--- src/rtl/xt_pkg.sv ---
// Shared types, constants and mixing functions of the XXTEA block cipher.
package xt_pkg;

  // Round constant of the cipher.
  localparam logic [31:0] XT_DELTA = 32'h9e3779b9;

  // Widths of the controller-to-datapath command fields, sized for the largest block.
  localparam int XT_IDX_W = 6;
  localparam int XT_CNT_W = 7;
  localparam int XT_RND_W = 6;

  // One input transaction.
  typedef struct packed {
    logic [31:0] data_word;
    logic        last_word;
    logic        decrypt_mode;
  } xt_in_t;

  // One result transaction.
  typedef struct packed {
    logic [31:0] result_word;
    logic        result_last;
    logic        overflow;
  } xt_out_t;

  // Command bundle from the controller to the datapath.
  typedef struct packed {
    logic                we;
    logic                wsel_mix;
    logic [XT_IDX_W-1:0] waddr;
    logic [XT_IDX_W-1:0] rd_idx;
    logic                load_chain;
    logic                init_sum;
    logic                step_sum;
    logic                dec;
    logic [XT_CNT_W-1:0] n;
    logic [XT_RND_W-1:0] rounds;
  } xt_cmd_t;

  // Number of full rounds for a block of n words, n of at least 2: 6 + 52/n.
  function automatic logic [XT_RND_W-1:0] xt_rounds(input logic [XT_CNT_W-1:0] n);
    logic [XT_RND_W-1:0] r;
    priority if (n <= 7'd2)  r = 6'd32;
    else if (n == 7'd3)      r = 6'd23;
    else if (n == 7'd4)      r = 6'd19;
    else if (n == 7'd5)      r = 6'd16;
    else if (n == 7'd6)      r = 6'd14;
    else if (n == 7'd7)      r = 6'd13;
    else if (n == 7'd8)      r = 6'd12;
    else if (n <= 7'd10)     r = 6'd11;
    else if (n <= 7'd13)     r = 6'd10;
    else if (n <= 7'd17)     r = 6'd9;
    else if (n <= 7'd26)     r = 6'd8;
    else if (n <= 7'd52)     r = 6'd7;
    else                     r = 6'd6;
    return r;
  endfunction

  // Standard MX mixing term; k is the already selected key word.
  function automatic logic [31:0] xt_mix(input logic [31:0] y, input logic [31:0] z,
                                         input logic [31:0] sum, input logic [31:0] k);
    logic [31:0] a;
    logic [31:0] b;
    logic [31:0] c;
    logic [31:0] d;
    a = (z >> 5) ^ (y << 2);
    b = (y >> 3) ^ (z << 4);
    c = sum ^ y;
    d = k ^ z;
    return (a + b) ^ (c + d);
  endfunction

endpackage

--- src/rtl/xt_dpath.sv ---
// Datapath of the XXTEA block cipher: word store, key registers and mixing step.
module xt_dpath import xt_pkg::*; #(
  parameter int MAX_WORDS = 16
) (
  input  logic        clk_i,
  input  logic        rst_ni,
  input  xt_cmd_t     cmd_i,
  input  logic [31:0] word_i,
  input  logic        cfg_we_i,
  input  logic [1:0]  cfg_index_i,
  input  logic [31:0] cfg_data_i,
  output logic [31:0] rdata_o
);

  localparam int IW = $clog2(MAX_WORDS);

  logic [31:0] mem [MAX_WORDS];
  logic [31:0] key_q [4];
  logic [31:0] rd0_q, rd1_q;
  logic        fwd0_q, fwd1_q;
  logic [31:0] fwd_data_q;
  logic [31:0] chain_q, sum_q;

  logic [IW-1:0]       raddr0, raddr1, waddr, nm1;
  logic [XT_CNT_W-1:0] nm1_full;
  logic [31:0]         wdata, data0, data1, y, z, mix_term, new_word, key_sel, rnd_sum;
  logic [1:0]          kidx;

  // Read addresses: the word to update and its neighbor in the direction of travel.
  assign nm1_full = cmd_i.n - XT_CNT_W'(1);
  assign nm1      = nm1_full[IW-1:0];
  assign raddr0   = cmd_i.rd_idx[IW-1:0];
  assign waddr    = cmd_i.waddr[IW-1:0];

  always_comb begin
    if (cmd_i.dec) begin
      raddr1 = (raddr0 == '0) ? nm1 : raddr0 - IW'(1);
    end else begin
      raddr1 = (raddr0 == nm1) ? '0 : raddr0 + IW'(1);
    end
  end

  // Word store with one write port and two registered read ports.
  assign wdata = cmd_i.wsel_mix ? new_word : word_i;

  always_ff @(posedge clk_i) begin
    if (cmd_i.we) begin
      mem[waddr] <= wdata;
    end
    rd0_q <= mem[raddr0];
    rd1_q <= mem[raddr1];
  end

  // A read issued in the cycle of a write to the same entry gets the new word.
  always_ff @(posedge clk_i or negedge rst_ni) begin
    if (!rst_ni) begin
      fwd0_q <= 1'b0;
      fwd1_q <= 1'b0;
    end else begin
      fwd0_q <= cmd_i.we && (waddr == raddr0);
      fwd1_q <= cmd_i.we && (waddr == raddr1);
    end
  end

  always_ff @(posedge clk_i) begin
    fwd_data_q <= wdata;
  end

  assign data0   = fwd0_q ? fwd_data_q : rd0_q;
  assign data1   = fwd1_q ? fwd_data_q : rd1_q;
  assign rdata_o = data0;

  // Key registers, written through the configuration channel.
  always_ff @(posedge clk_i or negedge rst_ni) begin
    if (!rst_ni) begin
      for (int i = 0; i < 4; i++) begin
        key_q[i] <= '0;
      end
    end else if (cfg_we_i) begin
      key_q[cfg_index_i] <= cfg_data_i;
    end
  end

  // One mixing step: encryption chains z, decryption chains y.
  assign kidx    = 2'(waddr) ^ sum_q[3:2];
  assign key_sel = key_q[kidx];
  assign y       = cmd_i.dec ? chain_q : data1;
  assign z       = cmd_i.dec ? data1 : chain_q;
  assign mix_term = xt_mix(y, z, sum_q, key_sel);
  assign new_word = cmd_i.dec ? (data0 - mix_term) : (data0 + mix_term);

  // Starting sum for decryption is rounds times delta, modulo 2^32.
  assign rnd_sum = 32'(cmd_i.rounds) * XT_DELTA;

  // Chain word and round sum.
  always_ff @(posedge clk_i) begin
    if (cmd_i.load_chain) begin
      chain_q <= data0;
    end else if (cmd_i.we && cmd_i.wsel_mix) begin
      chain_q <= new_word;
    end
    if (cmd_i.init_sum) begin
      sum_q <= cmd_i.dec ? rnd_sum : XT_DELTA;
    end else if (cmd_i.step_sum) begin
      sum_q <= cmd_i.dec ? (sum_q - XT_DELTA) : (sum_q + XT_DELTA);
    end
  end

endmodule

--- src/rtl/xt_ctrl.sv ---
// Controller of the XXTEA block cipher: word collection, round sequencing and result readout.
module xt_ctrl import xt_pkg::*; #(
  parameter int MAX_WORDS = 16
) (
  input  logic    clk_i,
  input  logic    rst_ni,
  input  logic    start_i,
  input  xt_in_t  in_i,
  output logic    busy_o,
  output xt_cmd_t cmd_o,
  output logic    valid_o,
  output logic    last_o,
  output logic    ovf_o
);

  localparam int IW = $clog2(MAX_WORDS);
  localparam int CW = $clog2(MAX_WORDS + 1);

  typedef enum logic [4:0] {
    ST_IDLE  = 5'b00001,
    ST_PRIME = 5'b00010,
    ST_LOAD  = 5'b00100,
    ST_MIX   = 5'b01000,
    ST_EMIT  = 5'b10000
  } xt_state_e;

  xt_state_e           state_q, state_d;
  logic [CW-1:0]       cnt_q, cnt_d;
  logic                ovf_q, ovf_d;
  logic                dec_q, dec_d;
  logic [IW-1:0]       p_q, p_d;
  logic [IW-1:0]       k_q, k_d;
  logic [XT_RND_W-1:0] rnd_q, rnd_d;
  logic                valid_q, valid_d;
  logic                last_q, last_d;
  logic                oflag_q, oflag_d;

  logic [CW-1:0]       nm1_full, n_new;
  logic [IW-1:0]       nm1, p_next, rd_idx, waddr;
  logic                full, round_end;
  logic [XT_RND_W-1:0] rounds;

  assign full     = (cnt_q == CW'(MAX_WORDS));
  assign n_new    = full ? cnt_q : cnt_q + CW'(1);
  assign nm1_full = cnt_q - CW'(1);
  assign nm1      = nm1_full[IW-1:0];
  assign rounds   = xt_rounds(XT_CNT_W'(cnt_q));

  // Step order: upward for encryption, downward for decryption, wrapping at the block end.
  assign round_end = dec_q ? (p_q == '0) : (p_q == nm1);
  always_comb begin
    if (dec_q) begin
      p_next = (p_q == '0) ? nm1 : p_q - IW'(1);
    end else begin
      p_next = (p_q == nm1) ? '0 : p_q + IW'(1);
    end
  end

  // Next state and command decode.
  always_comb begin
    state_d = state_q;
    cnt_d   = cnt_q;
    ovf_d   = ovf_q;
    dec_d   = dec_q;
    p_d     = p_q;
    k_d     = k_q;
    rnd_d   = rnd_q;
    valid_d = 1'b0;
    last_d  = last_q;
    oflag_d = oflag_q;
    rd_idx  = p_q;
    waddr   = cnt_q[IW-1:0];
    busy_o  = 1'b1;
    cmd_o   = '0;

    unique case (state_q)
      ST_IDLE: begin
        busy_o = 1'b0;
        if (start_i) begin
          if (!full) begin
            cmd_o.we = 1'b1;
            cnt_d    = cnt_q + CW'(1);
          end else begin
            ovf_d = 1'b1;
          end
          if (in_i.last_word) begin
            dec_d = in_i.decrypt_mode;
            k_d   = '0;
            if (n_new > CW'(1)) begin
              state_d = ST_PRIME;
            end else begin
              state_d = ST_EMIT;
            end
          end
        end
      end
      ST_PRIME: begin
        // Fetch the word that starts the chain.
        rd_idx         = dec_q ? '0 : nm1;
        cmd_o.init_sum = 1'b1;
        rnd_d          = rounds;
        state_d        = ST_LOAD;
      end
      ST_LOAD: begin
        cmd_o.load_chain = 1'b1;
        rd_idx           = dec_q ? nm1 : '0;
        p_d              = rd_idx;
        state_d          = ST_MIX;
      end
      ST_MIX: begin
        // One word updated per cycle; the next step's words are fetched meanwhile.
        cmd_o.we       = 1'b1;
        cmd_o.wsel_mix = 1'b1;
        waddr          = p_q;
        rd_idx         = p_next;
        p_d            = p_next;
        if (round_end) begin
          cmd_o.step_sum = 1'b1;
          rnd_d          = rnd_q - XT_RND_W'(1);
          if (rnd_q == XT_RND_W'(1)) begin
            state_d = ST_EMIT;
            k_d     = '0;
          end
        end
      end
      ST_EMIT: begin
        rd_idx  = k_q;
        valid_d = 1'b1;
        last_d  = (k_q == nm1);
        oflag_d = ovf_q;
        if (k_q == nm1) begin
          state_d = ST_IDLE;
          cnt_d   = '0;
          ovf_d   = 1'b0;
        end else begin
          k_d = k_q + IW'(1);
        end
      end
      default: begin
        state_d = ST_IDLE;
      end
    endcase

    cmd_o.rd_idx = XT_IDX_W'(rd_idx);
    cmd_o.waddr  = XT_IDX_W'(waddr);
    cmd_o.dec    = dec_q;
    cmd_o.n      = XT_CNT_W'(cnt_q);
    cmd_o.rounds = rounds;
  end

  // Control registers.
  always_ff @(posedge clk_i or negedge rst_ni) begin
    if (!rst_ni) begin
      state_q <= ST_IDLE;
      cnt_q   <= '0;
      ovf_q   <= 1'b0;
      valid_q <= 1'b0;
    end else begin
      state_q <= state_d;
      cnt_q   <= cnt_d;
      ovf_q   <= ovf_d;
      valid_q <= valid_d;
    end
  end

  // Sequencing registers that are only read after being loaded.
  always_ff @(posedge clk_i) begin
    dec_q   <= dec_d;
    p_q     <= p_d;
    k_q     <= k_d;
    rnd_q   <= rnd_d;
    last_q  <= last_d;
    oflag_q <= oflag_d;
  end

  assign valid_o = valid_q;
  assign last_o  = last_q;
  assign ovf_o   = oflag_q;

endmodule

--- src/rtl/xxtea_block_cipher.sv ---
// Top level of the XXTEA block cipher over a stream of 32-bit words.
//
// Input words arrive as transactions on start_i/data_i, taken when start_i is high
// and busy_o is low. A word with last_word set closes the
// block and selects encryption or decryption. Words past MAX_WORDS are dropped and
// flag overflow on every result of that block.
// After the closing word the block is busy through a priming state, a chain-load
// state, rounds*n mixing steps with rounds = 6 + 52/n, done one at a time through the
// single word-update unit and the store's read/write ports, then a readout of each word.
// A one-word block skips the rounds and goes straight to readout.
// Results appear one per cycle on result_o, each marked by result_valid_o for one
// cycle, the first in the cycle after readout starts; the receiver cannot stall them.
// The key registers are written on cfg_valid_i/cfg_ready_o, always ready; the user
// must write them only while idle, as the block itself does not enforce it.
// Reset clears the keys, the word count and the overflow flag.
module xxtea_block_cipher import xt_pkg::*; #(
  parameter int MAX_WORDS = 16
) (
  input  logic        clk_i,
  input  logic        rst_ni,
  input  logic        start_i,
  input  xt_in_t      data_i,
  output logic        busy_o,
  output logic        result_valid_o,
  output xt_out_t     result_o,
  input  logic        cfg_valid_i,
  output logic        cfg_ready_o,
  input  logic [1:0]  cfg_index_i,
  input  logic [31:0] cfg_data_i
);

  xt_cmd_t     cmd;
  logic [31:0] rdata;
  logic        res_last, res_ovf;

  // Sequencer.
  xt_ctrl #(
    .MAX_WORDS(MAX_WORDS)
  ) u_ctrl (
    .clk_i  (clk_i),
    .rst_ni (rst_ni),
    .start_i(start_i),
    .in_i   (data_i),
    .busy_o (busy_o),
    .cmd_o  (cmd),
    .valid_o(result_valid_o),
    .last_o (res_last),
    .ovf_o  (res_ovf)
  );

  // Store, keys and mixing unit.
  xt_dpath #(
    .MAX_WORDS(MAX_WORDS)
  ) u_dpath (
    .clk_i      (clk_i),
    .rst_ni     (rst_ni),
    .cmd_i      (cmd),
    .word_i     (data_i.data_word),
    .cfg_we_i   (cfg_valid_i && cfg_ready_o),
    .cfg_index_i(cfg_index_i),
    .cfg_data_i (cfg_data_i),
    .rdata_o    (rdata)
  );

  assign cfg_ready_o          = 1'b1;
  assign result_o.result_word = rdata;
  assign result_o.result_last = res_last;
  assign result_o.overflow    = res_ovf;

  // Results of one block come out back to back.
  a_results_contiguous: assert property (@(posedge clk_i) disable iff (!rst_ni)
    result_valid_o && !result_o.result_last |=> result_valid_o)
    else $error("result stream of a block was interrupted");

  // A block's final result is not followed directly by another result.
  a_gap_after_last: assert property (@(posedge clk_i) disable iff (!rst_ni)
    result_valid_o && result_o.result_last |=> !result_valid_o)
    else $error("result directly after the final result of a block");

  // A closing word always makes the block busy.
  a_close_goes_busy: assert property (@(posedge clk_i) disable iff (!rst_ni)
    start_i && !busy_o && data_i.last_word |=> busy_o)
    else $error("closing word did not start processing");

endmodule
--- config.mk ---
export PLATFORM = sky130hd
export DESIGN_NAME = xxtea_block_cipher
export DESIGN_NICKNAME = d
export VERILOG_FILES = /design/src/rtl/xt_pkg.sv /design/src/rtl/xt_dpath.sv /design/src/rtl/xt_ctrl.sv /design/src/rtl/xxtea_block_cipher.sv
export SDC_FILE = /design/constraint.sdc
export NUM_CORES = 2
export LEC_CHECK = 0
export BUFFER_PORTS_ARGS = -buffer_cell sky130_fd_sc_hd__buf_2
export CAP_MARGIN = 20
export CORE_ASPECT_RATIO = 1.1
export CORE_MARGIN = 2
export CORE_UTILIZATION = 55
export CTS_CLUSTER_SIZE = 10
export DETAILED_ROUTE_END_ITERATION = 8
export GPL_ROUTABILITY_DRIVEN = 0
export GPL_TIMING_DRIVEN = 0
export PLACE_DENSITY = 0.75
export SLEW_MARGIN = 20
export SYNTH_ARGS = -nofsm -noshare
export SYNTH_HDL_FRONTEND = slang
export SYNTH_SLANG_ARGS = --single-unit
--- constraint.sdc ---
create_clock -name clk_i -period 9.3 [get_ports clk_i]
set_input_delay 0.465 -clock clk_i [delete_from_list [all_inputs] [get_ports clk_i]]
set_output_delay 0.465 -clock clk_i [all_outputs]
set_load 0.005 [all_outputs]
Word level (Yosys, flattened, before mapping)

Memory sizes are Yosys's and may differ from the RTL's. A register that Yosys moved wholly into a read port is not among the register bits.
Index checks and enable logic that the tools add are counted.

Add/subtract/negate cells: 15
Multipliers: 1
Order comparisons: 9
Eq/ne operators: 25
Multiplexer cells: 76
Bitwise operators: 8
Reductions and logical operators: 18

Operators with widths:

| cell                     | number |
|---|---|
| $mux W32                 | 15 |
| $bwmux W128              | 1 |
| $add A32 B32 Y32         | 3 |
| $xor A32 B32 Y32         | 3 |
| $mux W6                  | 11 |
| $bmux W32 S2             | 1 |
| $demux W32 S2            | 1 |
| $mux W4                  | 15 |
| $mux W5                  | 9 |
| $add A32 B32 Y32 const B | 1 |
| $mul A6 B32 Y32 const B  | 1 |
| $sub A32 B32 Y32         | 1 |
| $sub A32 B32 Y32 const B | 1 |
| $xor A27 B32 Y32         | 1 |
| $xor A29 B32 Y32         | 1 |
| $eq A5 B3 Y1 const B     | 5 |
| $pmux W5 S5              | 1 |
| $eq A4 B4 Y1             | 5 |
| $pmux W4 S4              | 1 |
| $sub A4 B1 Y4 const B    | 4 |
| $mux W1                  | 15 |
| $add A4 B1 Y4 const B    | 3 |
| $pmux W4 S3              | 1 |
| $pmux W6 S2              | 1 |
| other kinds (29)         | 51 |

Register bits: 255
RAM bits: 512
Word-level logic and storage cells: 172
Memories kept: 1

Memory list:

| memory      | words | width | rd ports | clocked after Yosys merged registers in | wr ports | RTL line       | RTL |
|---|---|---|---|---|---|---|---|
| u_dpath.mem | 16    | 32    | 2        | 2                                       | 1        | xt_dpath.sv:17 | `logic [31:0] mem [MAX_WORDS];` |

Logic depth before layout (Yosys ltp)

Depth after elaboration: 15
Mapped depth: 36
Gate-level depth less buffers: 34

Hierarchy

From an unflattened synthesis, not the netlist that was laid out.

Cell total of the unflattened synthesis: 4186
Area, all modules: 49127.1 sq um

By module, submodules not included:

| module             | instances | cells each | area each (sq um) | sequential area each (sq um) |
|---|---|---|---|---|
| xt_dpath           | 1         | 3902       | 46623.5           | 22471.6 |
| xt_ctrl            | 1         | 280        | 2477.4            | 812.0 |
| xxtea_block_cipher | 1         | 4          | 26.3              | 0.0 |

Worst setup path before layout

Ideal clock, no wire load.

Kind: register to register
Start: register u_ctrl.state_q[2]
End: memory u_dpath.mem[0][29] (data pin)
Setup time: 337 ps
Data arrival time: 7889 ps
Setup slack: 1074 ps
Stages on the path, launching flop included: 33
Buffers on the path: 2
Period minus slack after synthesis: 8226 ps
Cells stage by stage: dfrtp_1 > buf_2 > nor3_1 > nand2_1 > nor2_1 > a21oi_1 > xnor2_1 > clkbuf_1 > mux4_2 > xnor2_1 > ha_1 > inv_1 > fa_1 > nor2b_1 > o31a_1 > a21oi_1 > nand2_1 > xnor2_1 > nand2_1 > or3_1 > or4b_2 > nor3_1 > a31o_2 > nand2_1 > xnor2_1 > ha_1 > a21o_1 > a21oi_1 > a21boi_0 > a31oi_1 > a211oi_1 > xor2_1 > o21ai_0

Cells in the longest elaborated chain, start to end: 13

Ends and longest elaborated chain:

| what                                                        | RTL line       | RTL |
|---|---|---|
| start, declared                                             | xt_ctrl.sv:27  | `xt_state_e state_q, state_d;` |
| start signal, assigned                                      | xt_ctrl.sv:159 | `state_q <= state_d;` |
| $eq A5 B4 Y1 *                                              | xt_ctrl.sv:76  | `unique case (state_q)` |
| $mux W4                                                     | xt_ctrl.sv:76  |  |
| $xor A2 B2 Y2                                               | xt_dpath.sv:85 | `assign kidx = 2'(waddr) ^ sum_q[3:2];` |
| $not A2 Y3 (not written as such)                            | xt_dpath.sv:86 | `assign key_sel = key_q[kidx];` |
| $bmux W32 S2                                                | xt_dpath.sv:86 |  |
| $mux W32 (not written as such) (2 in series)                | xt_dpath.sv:86 |  |
| $xor A32 B32 Y32                                            | xt_pkg.sv:69   | `d = k ^ z;` |
| $add A32 B32 Y32                                            | xt_pkg.sv:70   | `return (a + b) ^ (c + d);` |
| $xor A32 B32 Y32                                            | xt_pkg.sv:70   |  |
| $add A32 B32 Y32 / $sub A32 B32 Y32 (equally long branches) | xt_dpath.sv:90 | `assign new_word = cmd_i.dec ? (data0 - mix_term) : (data0 + mix_term);` |
| $mux W32                                                    | xt_dpath.sv:90 |  |
| $mux W32 *                                                  | xt_dpath.sv:44 | `assign wdata = cmd_i.wsel_mix ? new_word : word_i;` |
| named net u_dpath.wdata[29]                                 | xt_dpath.sv:26 | `logic [31:0] wdata, data0, data1, y, z, mix_term, new_word, key_sel, rnd_sum;` |
| end, declared                                               | xt_dpath.sv:17 |  |

The timed path passes the listed nets; every way through them passes the cells marked *. The select of a mux whose other input is x is not followed.

Final worst setup path

Start: register u_ctrl.cnt_q[1]
End: register u_dpath.rd1_q[4] (read register of u_dpath.mem)

Cells in the longest elaborated chain, start to end: 8

Ends and longest elaborated chain:

| what                                  | RTL line                       | RTL |
|---|---|---|
| start, declared                       | xt_ctrl.sv:28                  | `logic [CW-1:0] cnt_q, cnt_d;` |
| start signal, assigned                | xt_ctrl.sv:160                 | `cnt_q <= cnt_d;` |
| $sub A4 B1 Y4                         | xt_dpath.sv:30, xt_ctrl.sv:45  |  |
| $eq A4 B4 Y1                          | xt_ctrl.sv:55                  | `p_next = (p_q == nm1) ? '0 : p_q + IW'(1);` |
| $mux W4                               | xt_ctrl.sv:55                  |  |
| $mux W4                               | xt_ctrl.sv:52                  | `if (dec_q) begin` |
| $pmux W4 S4                           | xt_ctrl.sv:76                  |  |
| $add A4 B1 Y4 (tied with other cells) | xt_dpath.sv:39                 | `raddr1 = (raddr0 == nm1) ? '0 : raddr0 + IW'(1);` |
| $mux W4 (on tied branches)            | xt_dpath.sv:39, xt_dpath.sv:37 |  |
| $mux W4 *                             | xt_dpath.sv:36                 | `if (cmd_i.dec) begin` |
| end, declared                         | xt_dpath.sv:19                 | `logic [31:0] rd0_q, rd1_q;` |

Mark *: on every way between the ends. The rest lies on a longest branch, timed or not.
A chain may end at the register's enable or synchronous reset.

==> out/metrics.yaml <==
ys_types: 92
cp.required_ns: 9.78
die_w_um: 290
start_kind: "register"
post-route-period-util: 0.980
grt_util_all_layers: 0.342
critPathKind: "reg2reg"
ff_latch_area_um2: 23300
drt-initial-drc-count: 5745
std_cell_rows: 115
layout-drive-gt1-share: 0.126
n_fill_cell: 7032
ys_seq_area_frac: 0.471
dr.pass1.iters: 8
worst_pin_slew_ns: 1.25
final_nets: 5385
dp_hpwl_mm: 121
antenna_found_initial: 7
tritoncts: "built"
synthTopCellsByArea: "edfxtp_1, nand2_1, dfrtp_1"
yosys.area.top_type: "edfxtp_1"
synth_top_area_frac: 0.360
clkLatencyLatePin_ns: 0.70
status: "finished, final reports clean"
synth_cells: 4845
synth-edff-count: 593
hold_viol: 0
synthArstFlopShare: 0.171
die_h_um: 318
cts_max_path_buffers: 3
cts.sinks: 831
critPathMaxStageDelay_ns: 0.71
grt_pass1_wl_mm: 238
finalSetupTns_ns: 0
core_um2: 89200
crit_fanout: 10
fin_area_um2: 55300
drcViolationCount: 0
wl_per_cell_um: 25.5
period_minus_slack_ns: 9.12
multi_input_area_um2: 24900
ys_warn_count: 0
grt_max_degree: 91
ctsHtreeMaxLevel: 3
ioPinCount: 109
cts-root-buf: "clkbuf_16"
end_kind: "register"
dieArea_um2: 92300
synth-seq-cells: 831
netlist_area_um2: 49400
slew_violations: 0
initial_core_util: 0.554
crit_family: "buffers and inverters"
slew-limit-headroom: 0.164
cap_viol_max_count: 0
vias_per_cell: 6.46
slowest_stage: "buf_1"
detail-route-antenna-nets: 0
clk_pin_slew_worst_paths_ns: 0.06
vias: 40800
placedInstanceArea_um2: 52200
totalWireLength_mm: 161
setup_viol_count_final: 0
cts_made_buffers: 96
grt_pass1_vias: 40000
cp_data_arrival_time_ns: 9.60
synth_ff_type: "edfxtp_1"
grt.overflow.total: 0
fmax_mhz: 110
finClkSkew_ns: 0.0601
avgSynthCellArea_um2: 10.2
path_buf_inv: 12
hold_path_class: "in2reg"
syn_to_final_growth_pct: 11.9
io_buffers: 107
==> per-layer routing <==
layer	track usage	vias up	share of wire	wire, um
li1	-	18100	-	-
met1	0.404	19300	0.35	56100
met2	0.565	2699	0.46	74400
met3	0.0794	705	0.12	18800
met4	0.215	4	0.072	11600
met5	0	-	0.00020	32
==> registers in the layout, summed over array words and instances (netlist names) <==
signal              count
u_ctrl.ovf_q            1
u_dpath.rd1_q          32
u_dpath.fwd0_q          1
u_dpath.fwd_data_q     32
u_dpath.fwd1_q          1
u_dpath.key_q         128
u_dpath.mem           512
u_ctrl.rnd_q            6
u_ctrl.p_q              4
u_ctrl.ovf_o            1
u_ctrl.dec_q            1
u_dpath.rd0_q          32
u_ctrl.state_q          5
u_dpath.chain_q        32
u_ctrl.valid_o          1
u_ctrl.k_q              4
u_ctrl.last_o           1
u_ctrl.cnt_q            5
u_dpath.sum_q          32
==> worst paths after layout <==
path | cells after the start | slack [ns] | end | startpoint
worst max-delay path | 26 | 0.18 | u_dpath.rd1_q[4]$_DFF_P_ | u_ctrl.cnt_q[1]$_DFFE_PN0P_
worst min-delay path | 2 | 0.04 | u_dpath.key_q[94]$_DFFE_PN0P_ | cfg_data_i[30]
worst max register to register | 26 | 0.18 | u_dpath.rd1_q[4]$_DFF_P_ | u_ctrl.cnt_q[1]$_DFFE_PN0P_
worst min register to register | 0 | 0.46 | u_ctrl.ovf_o$_DFFE_PP_ | u_ctrl.ovf_q$_DFFE_PN0P_
max in group asynchronous | 3 | 8.17 | u_dpath.key_q[0]$_DFFE_PN0P_ | rst_ni
min in group asynchronous | 2 | 0.32 | u_dpath.key_q[37]$_DFFE_PN0P_ | rst_ni
==> cell type report <==
class	instances	share of cell area
antenna	3	0.000136
buffer	284	0.0221
sequential	831	0.421
tap	1170	0.0265
multi-input combinational	3608	0.450
clock buffer	129	0.0473
timing repair buffer	152	0.0218
clock inverter	10	0.00310
inverter	124	0.00853
==> cell usage in the layout (no fill, tap or decap), types with 31 or more instances in the layout <==
cell type / n
o22ai_1: 40
buf_2: 163
xnor2_1: 236
a21oi_1: 229
o21ai_1: 45
inv_1: 120
a21o_1: 64
o21ai_0: 163
edfxtp_1: 593
buf_1: 31
xor2_1: 109
ha_1: 183
fa_1: 33
a221oi_1: 33
nand2_1: 1013
clkbuf_16: 98
a22oi_1: 46
mux2i_1: 210
nor2_1: 149
mux4_2: 32
nand3_1: 99
a311oi_1: 66
dfrtp_1: 141
and3_1: 147
clkbuf_1: 199
dfxtp_1: 96
a31oi_1: 82
mux2_2: 190
a211oi_1: 48
==> timing repair <==
| action | in CTS | in global routing |
|---|---|---|
| buffers inserted | 4 | 4 |
| gates resized for setup | 25 | 36 |
| hold buffers | 3 | 0 |
| pin swaps | 0 | 2 |
| setup endpoints to repair | 284 | 174 |
| gates cloned | 0 | 0 |
| hold endpoints to repair | 53 | 0 |
==> cells in the mapped netlist (20+ instances only) <==
| library cell | number |
|---|---|
| nand4_1 | 21 |
| nand2_1 | 1016 |
| a211oi_1 | 49 |
| a22oi_1 | 46 |
| ha_1 | 183 |
| xor2_1 | 109 |
| and3_1 | 147 |
| o21bai_1 | 20 |
| fa_1 | 33 |
| a221oi_1 | 33 |
| dfxtp_1 | 96 |
| buf_2 | 54 |
| xnor2_1 | 239 |
| o22ai_1 | 40 |
| nor2b_1 | 24 |
| inv_1 | 121 |
| a31oi_1 | 82 |
| buf_1 | 34 |
| edfxtp_1 | 593 |
| dfrtp_1 | 141 |
| nand2b_1 | 23 |
| mux4_2 | 32 |
| mux2i_1 | 211 |
| a21oi_1 | 235 |
| a311oi_1 | 67 |
| clkbuf_1 | 188 |
| nor2_1 | 164 |
| o21ai_1 | 42 |
| nand3_1 | 99 |
| nor3_1 | 36 |
| o21ai_0 | 183 |
| mux2_2 | 190 |
| o21a_1 | 20 |
| a21o_1 | 64 |
==> per-stage QoR <==
step            util  setup slack, ns  cells  hold slack, ns
3_3_place_gp   0.577            -2.02   6127           0.458
2_1_floorplan      -             1.07   4850           0.169
4_1_cts        0.618           0.0153   6304          0.0313
6_report       0.620            0.182   6311          0.0450
3_5_place_dp   0.585            -1.38   6161           0.432
5_1_grt        0.620           -0.100   6308          0.0468
==> cells by family after synthesis <==
family          count (synthesis)  synth area share
simple gates                 1603             0.141
other cells                     2          0.000152
mux                           433             0.101
flops                         831             0.471
buf+inv                       411            0.0337
compound gates                998             0.131
fa+ha+maj                     216            0.0597
xor+xnor                      351            0.0630
Power is not shown: default switching activity piles up to over one toggle a cycle in this logic, so the estimate is an artifact.
